===== src/rtl/sprd_pkg.sv =====
// ----------------------------------------------------------------------------
// sprd_pkg
// Shared types and constants for the sprite run-length decoder.
// ----------------------------------------------------------------------------
package sprd_pkg;

  localparam int MAX_DIM   = 1024;
  localparam int TILE_SIZE = 64;

  localparam int CFG_DIM_W = 11;                            // register field width
  localparam int DIM_W     = $clog2(MAX_DIM + 1);           // clamped dimension
  localparam int ADDR_W    = 20;
  localparam int CAP_W     = $clog2(MAX_DIM * MAX_DIM + 1);
  localparam int TILE_W    = $clog2(TILE_SIZE);
  localparam int TCOL_W    = $clog2(MAX_DIM / TILE_SIZE);
  localparam int PEND_W    = 17;
  localparam int PADDR_W   = 4;

  localparam logic [31:0] RUN_MARK  = 32'hFF00_0000;
  localparam int          LIT_COUNT = 4;

  // register indexes (paddr[3:2])
  localparam logic [1:0] REG_WIDTH  = 2'd0;
  localparam logic [1:0] REG_HEIGHT = 2'd1;
  localparam logic [1:0] REG_TILED  = 2'd2;

  typedef enum logic {
    REQ_WORD = 1'b0,
    REQ_TICK = 1'b1
  } req_type_t;

  typedef struct packed {
    req_type_t   req_type;
    logic [31:0] data_word;
    logic        final_word;
  } in_item_t;

  typedef struct packed {
    logic              pixel_valid;
    logic [7:0]        pixel_value;
    logic [ADDR_W-1:0] pixel_address;
    logic              sprite_done;
    logic              word_dropped;
    logic              ready_for_word;
  } out_item_t;

  // configuration seen by the datapath
  typedef struct packed {
    logic [DIM_W-1:0] width;
    logic [DIM_W-1:0] height;
    logic             tiled;
    logic [CAP_W-1:0] cap;
    logic             clear;
  } sprd_cfg_t;

endpackage


===== src/rtl/sprd_cfg.sv =====
// ----------------------------------------------------------------------------
// sprd_cfg
// APB register file: sprite size and mode, clamped size and capacity.
// ----------------------------------------------------------------------------
module sprd_cfg
  import sprd_pkg::*;
(
  input  logic               clk,
  input  logic               rst_n,
  input  logic               cfg_psel,
  input  logic               cfg_penable,
  input  logic               cfg_pwrite,
  input  logic [PADDR_W-1:0] cfg_paddr,
  input  logic [31:0]        cfg_pwdata,
  output logic [31:0]        cfg_prdata,
  output logic               cfg_pready,
  output sprd_cfg_t          cfg
);

  logic [CFG_DIM_W-1:0] width_r;
  logic [CFG_DIM_W-1:0] height_r;
  logic                 tiled_r;
  logic [CAP_W-1:0]     cap_r;
  logic [1:0]           idx;
  logic                 wr;
  logic                 hit;
  logic [DIM_W-1:0]     w_c;
  logic [DIM_W-1:0]     h_c;

  assign cfg_pready = 1'b1;
  assign idx = cfg_paddr[3:2];
  assign wr  = cfg_psel && cfg_penable && cfg_pwrite;
  assign hit = (idx == REG_WIDTH) || (idx == REG_HEIGHT) || (idx == REG_TILED);

  always_ff @(posedge clk) begin
    if (!rst_n) begin
      width_r  <= CFG_DIM_W'(64);
      height_r <= CFG_DIM_W'(64);
      tiled_r  <= 1'b0;
    end else if (wr) begin
      case (idx)
        REG_WIDTH:  width_r  <= cfg_pwdata[CFG_DIM_W-1:0];
        REG_HEIGHT: height_r <= cfg_pwdata[CFG_DIM_W-1:0];
        REG_TILED:  tiled_r  <= cfg_pwdata[0];
        default: ;
      endcase
    end
  end

  always_comb begin
    case (idx)
      REG_WIDTH:  cfg_prdata = 32'(width_r);
      REG_HEIGHT: cfg_prdata = 32'(height_r);
      REG_TILED:  cfg_prdata = 32'(tiled_r);
      default:    cfg_prdata = 32'd0;
    endcase
  end

  // zero acts as one, oversize saturates
  always_comb begin
    if (width_r == '0)                          w_c = DIM_W'(1);
    else if (width_r > CFG_DIM_W'(MAX_DIM))     w_c = DIM_W'(MAX_DIM);
    else                                        w_c = DIM_W'(width_r);
    if (height_r == '0)                         h_c = DIM_W'(1);
    else if (height_r > CFG_DIM_W'(MAX_DIM))    h_c = DIM_W'(MAX_DIM);
    else                                        h_c = DIM_W'(height_r);
  end

  // capacity is registered from the clamped size, settled before the first pixel
  always_ff @(posedge clk) begin
    cap_r <= CAP_W'(w_c) * CAP_W'(h_c);
  end

  assign cfg.width  = w_c;
  assign cfg.height = h_c;
  assign cfg.tiled  = tiled_r;
  assign cfg.cap    = cap_r;
  assign cfg.clear  = wr && hit;

endmodule


===== src/rtl/sprd_tile_addr.sv =====
// ----------------------------------------------------------------------------
// sprd_tile_addr
// Tiled-order position walker: gives the row-major address of the current
// pixel and steps to the next one, clipping edge tiles.
// ----------------------------------------------------------------------------
module sprd_tile_addr
  import sprd_pkg::*;
(
  input  logic              clk,
  input  logic              rst_n,
  input  logic              clear,
  input  logic              step,
  input  logic [DIM_W-1:0]  width,
  input  logic [DIM_W-1:0]  height,
  output logic [ADDR_W-1:0] addr
);

  logic [TCOL_W-1:0] tile_col_r, tile_col_nxt;
  logic [TCOL_W-1:0] tile_row_r, tile_row_nxt;
  logic [TILE_W-1:0] inner_x_r, inner_x_nxt;
  logic [TILE_W-1:0] inner_y_r, inner_y_nxt;
  logic [ADDR_W-1:0] row_base_r, row_base_nxt;
  logic [ADDR_W-1:0] trow_base_r, trow_base_nxt;   // tile_row * TILE_SIZE * width

  logic [DIM_W-1:0]  bx, by, tw_raw, th_raw, tw, th, ix_inc, iy_inc, col_edge;
  logic [TCOL_W:0]   col_inc;

  always_comb begin
    bx      = DIM_W'({tile_col_r, {TILE_W{1'b0}}});
    by      = DIM_W'({tile_row_r, {TILE_W{1'b0}}});
    tw_raw  = (width  > bx) ? width  - bx : DIM_W'(1);
    th_raw  = (height > by) ? height - by : DIM_W'(1);
    tw      = (tw_raw > DIM_W'(TILE_SIZE)) ? DIM_W'(TILE_SIZE) : tw_raw;
    th      = (th_raw > DIM_W'(TILE_SIZE)) ? DIM_W'(TILE_SIZE) : th_raw;
    ix_inc  = DIM_W'(inner_x_r) + DIM_W'(1);
    iy_inc  = DIM_W'(inner_y_r) + DIM_W'(1);
    col_inc = {1'b0, tile_col_r} + (TCOL_W+1)'(1);
    col_edge = DIM_W'({col_inc, {TILE_W{1'b0}}});
    addr    = row_base_r + ADDR_W'(bx) + ADDR_W'(inner_x_r);

    tile_col_nxt  = tile_col_r;
    tile_row_nxt  = tile_row_r;
    inner_x_nxt   = inner_x_r;
    inner_y_nxt   = inner_y_r;
    row_base_nxt  = row_base_r;
    trow_base_nxt = trow_base_r;

    if (step) begin
      if (ix_inc >= tw) begin
        inner_x_nxt = '0;
        if (iy_inc >= th) begin
          inner_y_nxt = '0;
          if (col_edge >= width) begin
            tile_col_nxt  = '0;
            tile_row_nxt  = tile_row_r + TCOL_W'(1);
            trow_base_nxt = trow_base_r + ADDR_W'({width, {TILE_W{1'b0}}});
            row_base_nxt  = trow_base_nxt;
          end else begin
            tile_col_nxt = col_inc[TCOL_W-1:0];
            row_base_nxt = trow_base_r;
          end
        end else begin
          inner_y_nxt  = TILE_W'(iy_inc);
          row_base_nxt = row_base_r + ADDR_W'(width);
        end
      end else begin
        inner_x_nxt = TILE_W'(ix_inc);
      end
    end

    if (clear) begin
      tile_col_nxt  = '0;
      tile_row_nxt  = '0;
      inner_x_nxt   = '0;
      inner_y_nxt   = '0;
      row_base_nxt  = '0;
      trow_base_nxt = '0;
    end
  end

  always_ff @(posedge clk) begin
    if (!rst_n) begin
      tile_col_r  <= '0;
      tile_row_r  <= '0;
      inner_x_r   <= '0;
      inner_y_r   <= '0;
      row_base_r  <= '0;
      trow_base_r <= '0;
    end else begin
      tile_col_r  <= tile_col_nxt;
      tile_row_r  <= tile_row_nxt;
      inner_x_r   <= inner_x_nxt;
      inner_y_r   <= inner_y_nxt;
      row_base_r  <= row_base_nxt;
      trow_base_r <= trow_base_nxt;
    end
  end

endmodule


===== src/rtl/sprite_rle_detile_decoder.sv =====
// ----------------------------------------------------------------------------
// sprite_rle_detile_decoder
// Run-length sprite decoder: words in, up to one addressed pixel per tick out.
// ----------------------------------------------------------------------------
// Pipeline: input register, then result register.
// Throughput: one item per cycle while out_stall is low; decode state and
//   tile walker update once per item in the stage between the two registers.
// Reset: rst_n synchronous, active low; restores 64x64 linear mode and clears
//   all decode, position and discard state but the run pixel and literal data.
// A width, height or tiled write aborts the current sprite the same way.
// ----------------------------------------------------------------------------
module sprite_rle_detile_decoder
  import sprd_pkg::*;
(
  input  logic               clk,
  input  logic               rst_n,
  // item input
  input  logic               in_valid,
  output logic               in_stall,
  input  in_item_t           in_item,
  // result output
  output logic               out_valid,
  input  logic               out_stall,
  output out_item_t          out_item,
  // configuration
  input  logic               cfg_psel,
  input  logic               cfg_penable,
  input  logic               cfg_pwrite,
  input  logic [PADDR_W-1:0] cfg_paddr,
  input  logic [31:0]        cfg_pwdata,
  output logic [31:0]        cfg_prdata,
  output logic               cfg_pready
);

  sprd_cfg_t cfg;

  sprd_cfg u_cfg (
    .clk         (clk),
    .rst_n       (rst_n),
    .cfg_psel    (cfg_psel),
    .cfg_penable (cfg_penable),
    .cfg_pwrite  (cfg_pwrite),
    .cfg_paddr   (cfg_paddr),
    .cfg_pwdata  (cfg_pwdata),
    .cfg_prdata  (cfg_prdata),
    .cfg_pready  (cfg_pready),
    .cfg         (cfg)
  );

  // --------------------------------------------------------------------------
  // Input register. Holds one item; it moves on whenever the result register
  // is free or being drained this cycle, so the stream runs at full rate.
  // --------------------------------------------------------------------------
  in_item_t item_r;
  logic     item_vld_r, item_vld_nxt;
  logic     fire;
  logic     in_take;

  assign fire     = item_vld_r && (!out_valid || !out_stall);
  assign in_stall = item_vld_r && !fire;
  assign in_take  = in_valid && !in_stall;

  always_comb begin
    if (in_take)   item_vld_nxt = 1'b1;
    else if (fire) item_vld_nxt = 1'b0;
    else           item_vld_nxt = item_vld_r;
  end

  always_ff @(posedge clk) begin
    if (!rst_n) item_vld_r <= 1'b0;
    else        item_vld_r <= item_vld_nxt;
  end

  always_ff @(posedge clk) begin
    if (in_take) item_r <= in_item;
  end

  // --------------------------------------------------------------------------
  // Decode state
  // --------------------------------------------------------------------------
  logic [PEND_W-1:0] pending_r, pending_nxt;
  logic [7:0]        run_pixel_r, run_pixel_nxt;
  logic [31:0]       literal_r, literal_nxt;
  logic              lit_active_r, lit_active_nxt;
  logic [ADDR_W-1:0] emitted_r, emitted_nxt;
  logic              discarding_r, discarding_nxt;
  logic              final_seen_r, final_seen_nxt;

  logic [CAP_W-1:0]  emitted_inc;
  logic [ADDR_W-1:0] tile_addr;
  logic              tile_step;
  logic              sprite_clear;
  logic              pend_zero;
  out_item_t         res;

  sprd_tile_addr u_tile (
    .clk    (clk),
    .rst_n  (rst_n),
    .clear  (sprite_clear || cfg.clear),
    .step   (tile_step),
    .width  (cfg.width),
    .height (cfg.height),
    .addr   (tile_addr)
  );

  always_comb begin
    pending_nxt    = pending_r;
    run_pixel_nxt  = run_pixel_r;
    literal_nxt    = literal_r;
    lit_active_nxt = lit_active_r;
    emitted_nxt    = emitted_r;
    discarding_nxt = discarding_r;
    final_seen_nxt = final_seen_r;
    emitted_inc    = CAP_W'(emitted_r) + CAP_W'(1);
    pend_zero      = (pending_r == '0);
    tile_step      = 1'b0;
    sprite_clear   = 1'b0;
    res            = '0;

    if (fire) begin
      case (item_r.req_type)
        REQ_WORD: begin
          if (!pend_zero) begin
            // pixels still owed: word is lost, its final mark too
            res.word_dropped = 1'b1;
          end else if (discarding_r) begin
            // overflowed sprite: skip until its final word
            res.word_dropped = 1'b1;
            if (item_r.final_word) discarding_nxt = 1'b0;
          end else begin
            if ((item_r.data_word & RUN_MARK) == RUN_MARK) begin
              pending_nxt    = PEND_W'(item_r.data_word[15:0]);
              run_pixel_nxt  = item_r.data_word[23:16];
              lit_active_nxt = 1'b0;
            end else begin
              pending_nxt    = PEND_W'(LIT_COUNT);
              literal_nxt    = item_r.data_word;
              lit_active_nxt = 1'b1;
            end
            final_seen_nxt = item_r.final_word;
            // final run of zero length ends the sprite at once
            if (item_r.final_word && pending_nxt == '0) begin
              res.sprite_done = 1'b1;
              sprite_clear    = 1'b1;
            end
          end
        end
        REQ_TICK: begin
          if (!pend_zero) begin
            res.pixel_valid = 1'b1;
            if (lit_active_r) begin
              res.pixel_value = literal_r[7:0];
              literal_nxt     = {8'd0, literal_r[31:8]};
            end else begin
              res.pixel_value = run_pixel_r;
            end
            tile_step         = cfg.tiled;
            res.pixel_address = cfg.tiled ? tile_addr : emitted_r;
            pending_nxt       = pending_r - PEND_W'(1);
            emitted_nxt       = ADDR_W'(emitted_inc);
            if (emitted_inc >= cfg.cap) begin
              // capacity hit: drop the rest of the stream unless it ended
              res.sprite_done = 1'b1;
              sprite_clear    = 1'b1;
              discarding_nxt  = !final_seen_r;
            end else if (pending_nxt == '0 && final_seen_r) begin
              res.sprite_done = 1'b1;
              sprite_clear    = 1'b1;
            end
          end
        end
        default: ;
      endcase
    end

    if (sprite_clear) begin
      pending_nxt    = '0;
      lit_active_nxt = 1'b0;
      emitted_nxt    = '0;
      final_seen_nxt = 1'b0;
    end

    res.ready_for_word = (pending_nxt == '0);

    if (cfg.clear) begin
      pending_nxt    = '0;
      lit_active_nxt = 1'b0;
      emitted_nxt    = '0;
      final_seen_nxt = 1'b0;
      discarding_nxt = 1'b0;
    end
  end

  always_ff @(posedge clk) begin
    if (!rst_n) begin
      pending_r    <= '0;
      lit_active_r <= 1'b0;
      emitted_r    <= '0;
      discarding_r <= 1'b0;
      final_seen_r <= 1'b0;
    end else begin
      pending_r    <= pending_nxt;
      lit_active_r <= lit_active_nxt;
      emitted_r    <= emitted_nxt;
      discarding_r <= discarding_nxt;
      final_seen_r <= final_seen_nxt;
    end
  end

  // run pixel and literal bytes are only read after a word reloads them
  always_ff @(posedge clk) begin
    run_pixel_r <= run_pixel_nxt;
    literal_r   <= literal_nxt;
  end

  // --------------------------------------------------------------------------
  // Result register
  // --------------------------------------------------------------------------
  logic      out_valid_r, out_valid_nxt;
  out_item_t out_item_r;

  always_comb begin
    if (fire)                   out_valid_nxt = 1'b1;
    else if (!out_stall)        out_valid_nxt = 1'b0;
    else                        out_valid_nxt = out_valid_r;
  end

  always_ff @(posedge clk) begin
    if (!rst_n) out_valid_r <= 1'b0;
    else        out_valid_r <= out_valid_nxt;
  end

  always_ff @(posedge clk) begin
    if (fire) out_item_r <= res;
  end

  assign out_valid = out_valid_r;
  assign out_item  = out_item_r;

endmodule

===== config.mk =====
export PLATFORM = sky130hd
export DESIGN_NAME = sprite_rle_detile_decoder
export DESIGN_NICKNAME = d
export VERILOG_FILES = /design/src/rtl/sprd_pkg.sv /design/src/rtl/sprd_cfg.sv /design/src/rtl/sprd_tile_addr.sv /design/src/rtl/sprite_rle_detile_decoder.sv
export SDC_FILE = /design/constraint.sdc
export NUM_CORES = 1
export LEC_CHECK = 0
export CORE_MARGIN = 8
export CORE_UTILIZATION = 55
export CTS_CLUSTER_DIAMETER = 120
export DETAILED_ROUTE_END_ITERATION = 8
export DONT_BUFFER_PORTS = 1
export PLACE_DENSITY = 0.73
export SLEW_MARGIN = 10
export SYNTH_ARGS = -nofsm -noshare
export SYNTH_HDL_FRONTEND = slang
export SYNTH_SLANG_ARGS = --single-unit

===== constraint.sdc =====
create_clock -name clk -period 6.65 [get_ports clk]
set_input_delay 0.9975 -clock clk [delete_from_list [all_inputs] [get_ports clk]]
set_output_delay 0.9975 -clock clk [all_outputs]
set_load 0.1 [all_outputs]

==> metrics.md <==
| Metric | Value |
|---|---|
| Die Span X | 195.3 microns |
| Via density | 5.866 |
| Outcome | finished, final reports clean |
| CP Data Arrival Time | 6870 ps |
| Initial DRC Count | 1224 |
| Pre-CTS setup slack | 75.68 ps |
| Fmax | 156.6 MHz |
| H-tree Lvls | 1 |
| Final wirelength | 45110 microns |
| PortBufs | 0 |
| Worst hold path type | flip-flop to flip-flop |
| Yosys warnings | 0 |
| Slowest cell on crit path | fa_1 |
| Dpl hpwl | 34280 microns |
| Worst-path clk slew | 60 ps |
| Largest net degree at the start of global routing | 50 |
| Setup_tns | 0 ps |
| Required time worst endpoint | 7140 ps |
| Fin. Hold Viols | 0 |
| Fin. max-slew vios | 0 |
| Vias in the first global route | 13.40k |
| Static Leak | 0.008244 uW |
| Rows | 65 |
| Die extent in y | 195.3 microns |
| GP Congestion | 0.9170 |
| Switch Pwr | 1442 uW |
| # setup viols final | 0 |
| Antenna Nets Post-Route | 0 |
| Initial Util | 0.5588 |
| Worst slew pin tran | 1105 ps |
| CP Max Fanout | 3 |
| Layout area overhead | 8.083% |
| Clk Latency, worst-skew pair | 560 ps |
| TritonCTS buffer count | 27 |
| Pwr Density | 228.7 nW/um^2 |
| TritonCTS Sinks | 246 |
| GRT overflow | 0 |
| Synth Area per Inst | 9.043 sq um |
| Crit path largest cell delay | 550 ps |
| Util after Layout | 0.6040 |
| Post-Synthesis Cells | 1955 |
| Residual DRC | 0 |
| First-pass GRT wire length | 70960 microns |
| Fin worst setup slack | 265.1 ps |
| Total GRT Usage | 0.2276 |
| Core Region | 31640 sq um |
| Clk_skew | 28.95 ps |
| Worst setup SP type | flip-flop |
| Pint | 2927 uW |
| # hold bufs at CTS | 0 |
| Yosys reg bits | 246 |
| RSZ-0062 raised after global routing | false |
| Cells along the critical path | or4_4 -> nor2_1 -> a21oi_1 -> or2_2 -> inv_1 -> nand2_1 -> fa_1 -> fa_1 -> inv_1 -> fa_1 -> fa_1 -> inv_1 -> fa_1 -> inv_1 -> ha_1 -> and4_1 -> a21oi_2 -> a31oi_1 -> a41o_1 -> or4_4 -> a31o_2 -> a21oi_1 -> xnor2_1 |
| Nets | 2252 |
| Via count | 13.93k |
| Antenna cells | 0 |
| Post-synth EDFFs | 106 |
| IO Pins | 144 |
| Power share of the clock group | 0.355 |
| Max cap viols | 0 |
| Tmin final | 6385 ps |
| Seq pwr share | 0.429 |
| Combinational share of power | 0.216 |
| Netlist Area Pre-Place | 17680 sq um |
| Netlist cell types | 86 |
| CTS Root Cell | clkbuf_16 |
| Switching share of power | 0.3300 |
| Most used cell, CP | fa_1 |
| Initial antenna violation count | 0 |
| CTS max path bufs | 3 |
| CTS tree | done |
| DR WL/cell | 19.00 microns |
| Die area | 38130 sq um |
| Asr flop ratio synth | 0 |
| Tcrit/Tclk final | 0.9601 |
| Pre-Repair DR Iteration Count | 5 |
| Max rail drop VDD | 0.1818 mV |
| Worst Setup End Kind | flip-flop |
| Max-slew headroom | 0.2555 |
| Setup CP Type | flip-flop to flip-flop |
| Layout cells sized above 1 | 0.08824 |
| Register area share after synthesis | 0.3386 |
| Synth Flop Type | dfxtp_1 |
-- synthesized netlist by cell type, drive strengths merged (26+ instances only) --
cell type	count	area share
a21o	28	0.012
a21oi	95	0.027
buf	37	0.015
clkbuf	65	0.014
dfxtp	140	0.16
edfxtp	106	0.18
fa	84	0.095
ha	140	0.099
inv	170	0.036
mux2	26	0.017
mux2i	35	0.020
nand2	210	0.045
nand3	62	0.018
nor2	248	0.053
nor2b	29	0.010
nor3	30	0.010
o21ai	53	0.015
xnor2	60	0.030
xor2	53	0.026
-- placed cells by master, fill, tap and decap left out, drive strengths merged, types with 8 or more instances in the layout --
| master | n |
|---|---|
| and2 | 17 |
| xor2 | 53 |
| nand3 | 62 |
| inv | 173 |
| a22oi | 10 |
| mux2i | 35 |
| nor3 | 30 |
| nand2b | 10 |
| nor4 | 13 |
| o21ai | 53 |
| clkinv | 12 |
| mux2 | 26 |
| a21oi | 95 |
| edfxtp | 106 |
| buf | 49 |
| nand4 | 12 |
| conb | 22 |
| or3 | 17 |
| o31ai | 11 |
| or4 | 8 |
| ha | 140 |
| and3 | 20 |
| a21boi | 22 |
| clkbuf | 34 |
| dfxtp | 140 |
| nand2 | 210 |
| or2 | 10 |
| a211oi | 24 |
| o21a | 12 |
| nor2 | 248 |
| xnor2 | 60 |
| a21o | 28 |
| fa | 84 |
| a31oi | 11 |
| nor2b | 29 |
-- routing by layer --
metal / part of all wire / wire, microns / vias to the layer above / global-route usage
li1: - / - / 6666 / -
met1: 0.44 / 20070 / 6688 / 0.3125
met2: 0.46 / 20650 / 505 / 0.3718
met3: 0.075 / 3372 / 68 / 0.03645
met4: 0.023 / 1022 / 0 / 0.05559
met5: 0 / 0 / - / 0
-- final cells by class --
cell class,count,area (sq um)
clock buffer,34,711.9
clock inverter,16,210.2
fill,2678,12530
inverter,174,653.1
multi-input combinational,1453,10680
sequential,246,5986
tap,402,503.0
timing repair buffer,49,367.9
-- final timing paths --
path                            depth (start not counted)              end             start  slack, ps
worst max-delay path                                   23  u_cfg.cap_r[20]  u_cfg.width_r[2]        270
worst min-delay path                                    0   run_pixel_r[4]        item_r[21]        450
worst max register to register                         23  u_cfg.cap_r[20]  u_cfg.width_r[2]        270
worst min register to register                          0   run_pixel_r[4]        item_r[21]        450
-- cell families after synthesis --
family / count (synthesis) / share of synthesized area
XOR/XNOR: 113 / 0.05598
adder cells (fa/ha/maj): 227 / 0.1959
flip-flops: 246 / 0.3386
buffers and inverters: 276 / 0.06575
other: 2 / 0.0004248
multiplexers: 61 / 0.03638
AND/OR/NAND/NOR: 703 / 0.1837
AO/OA/AOI/OAI: 327 / 0.1233
-- flip-flops by register name (all words and copies together), names as in the netlist, 4 cells and up --
register	flops
emitted_r	20
u_tile.tile_col_r	4
pending_r	17
u_tile.trow_base_r	14
u_tile.tile_row_r	4
u_tile.inner_y_r	6
out_item	32
u_cfg.height_r	11
item_r	34
u_tile.row_base_r	20
run_pixel_r	8
literal_r	32
u_tile.inner_x_r	6
u_cfg.width_r	11
u_cfg.cap_r	21
-- worst max-delay path: cells and delay by family (launching register included) --
| kind | cells | cell delay, ps |
|---|---|---|
| compound gates | 6 | 1050 |
| buf+inv | 4 | 220 |
| simple gates | 6 | 1690 |
| xor+xnor | 1 | 130 |
| flops | 1 | 310 |
| fa+ha+maj | 6 | 2920 |
-- power by group through the flow --
stage / clock network (uW) / logic, uW / registers [uW]
3_3_place_gp: 0 / 907 / 1900
4_1_cts: 1570 / 931 / 1870
2_1_floorplan: 0 / 791 / 1850
3_5_place_dp: 0 / 919 / 1900
6_report: 1550 / 943 / 1880
5_1_grt: 1630 / 1030 / 1890
-- per-stage QoR --
| stage | cell area (sq um) | instances | power [uW] | hold WS, ps |
|---|---|---|---|---|
| 6_report | 19110 | 2374 | 4369 | 450.7 |
| 5_1_grt | 19110 | 2374 | 4549 | 469.6 |
| 4_1_cts | 19070 | 2373 | 4375 | 444.5 |
| 3_5_place_dp | 18150 | 2323 | 2824 | 429.8 |
| 3_3_place_gp | 18150 | 2323 | 2809 | 428.1 |
| 2_1_floorplan | 17750 | 1975 | 2642 | 422.2 |
-- what timing repair did --
item                                    in CTS  in global routing
setup buffers                                0                  1
endpoints found under the setup margin       0                  1
resized for setup                            0                  7
endpoints found under the hold margin        0                  0
Note: power is estimated with default switching activity, not from simulation.
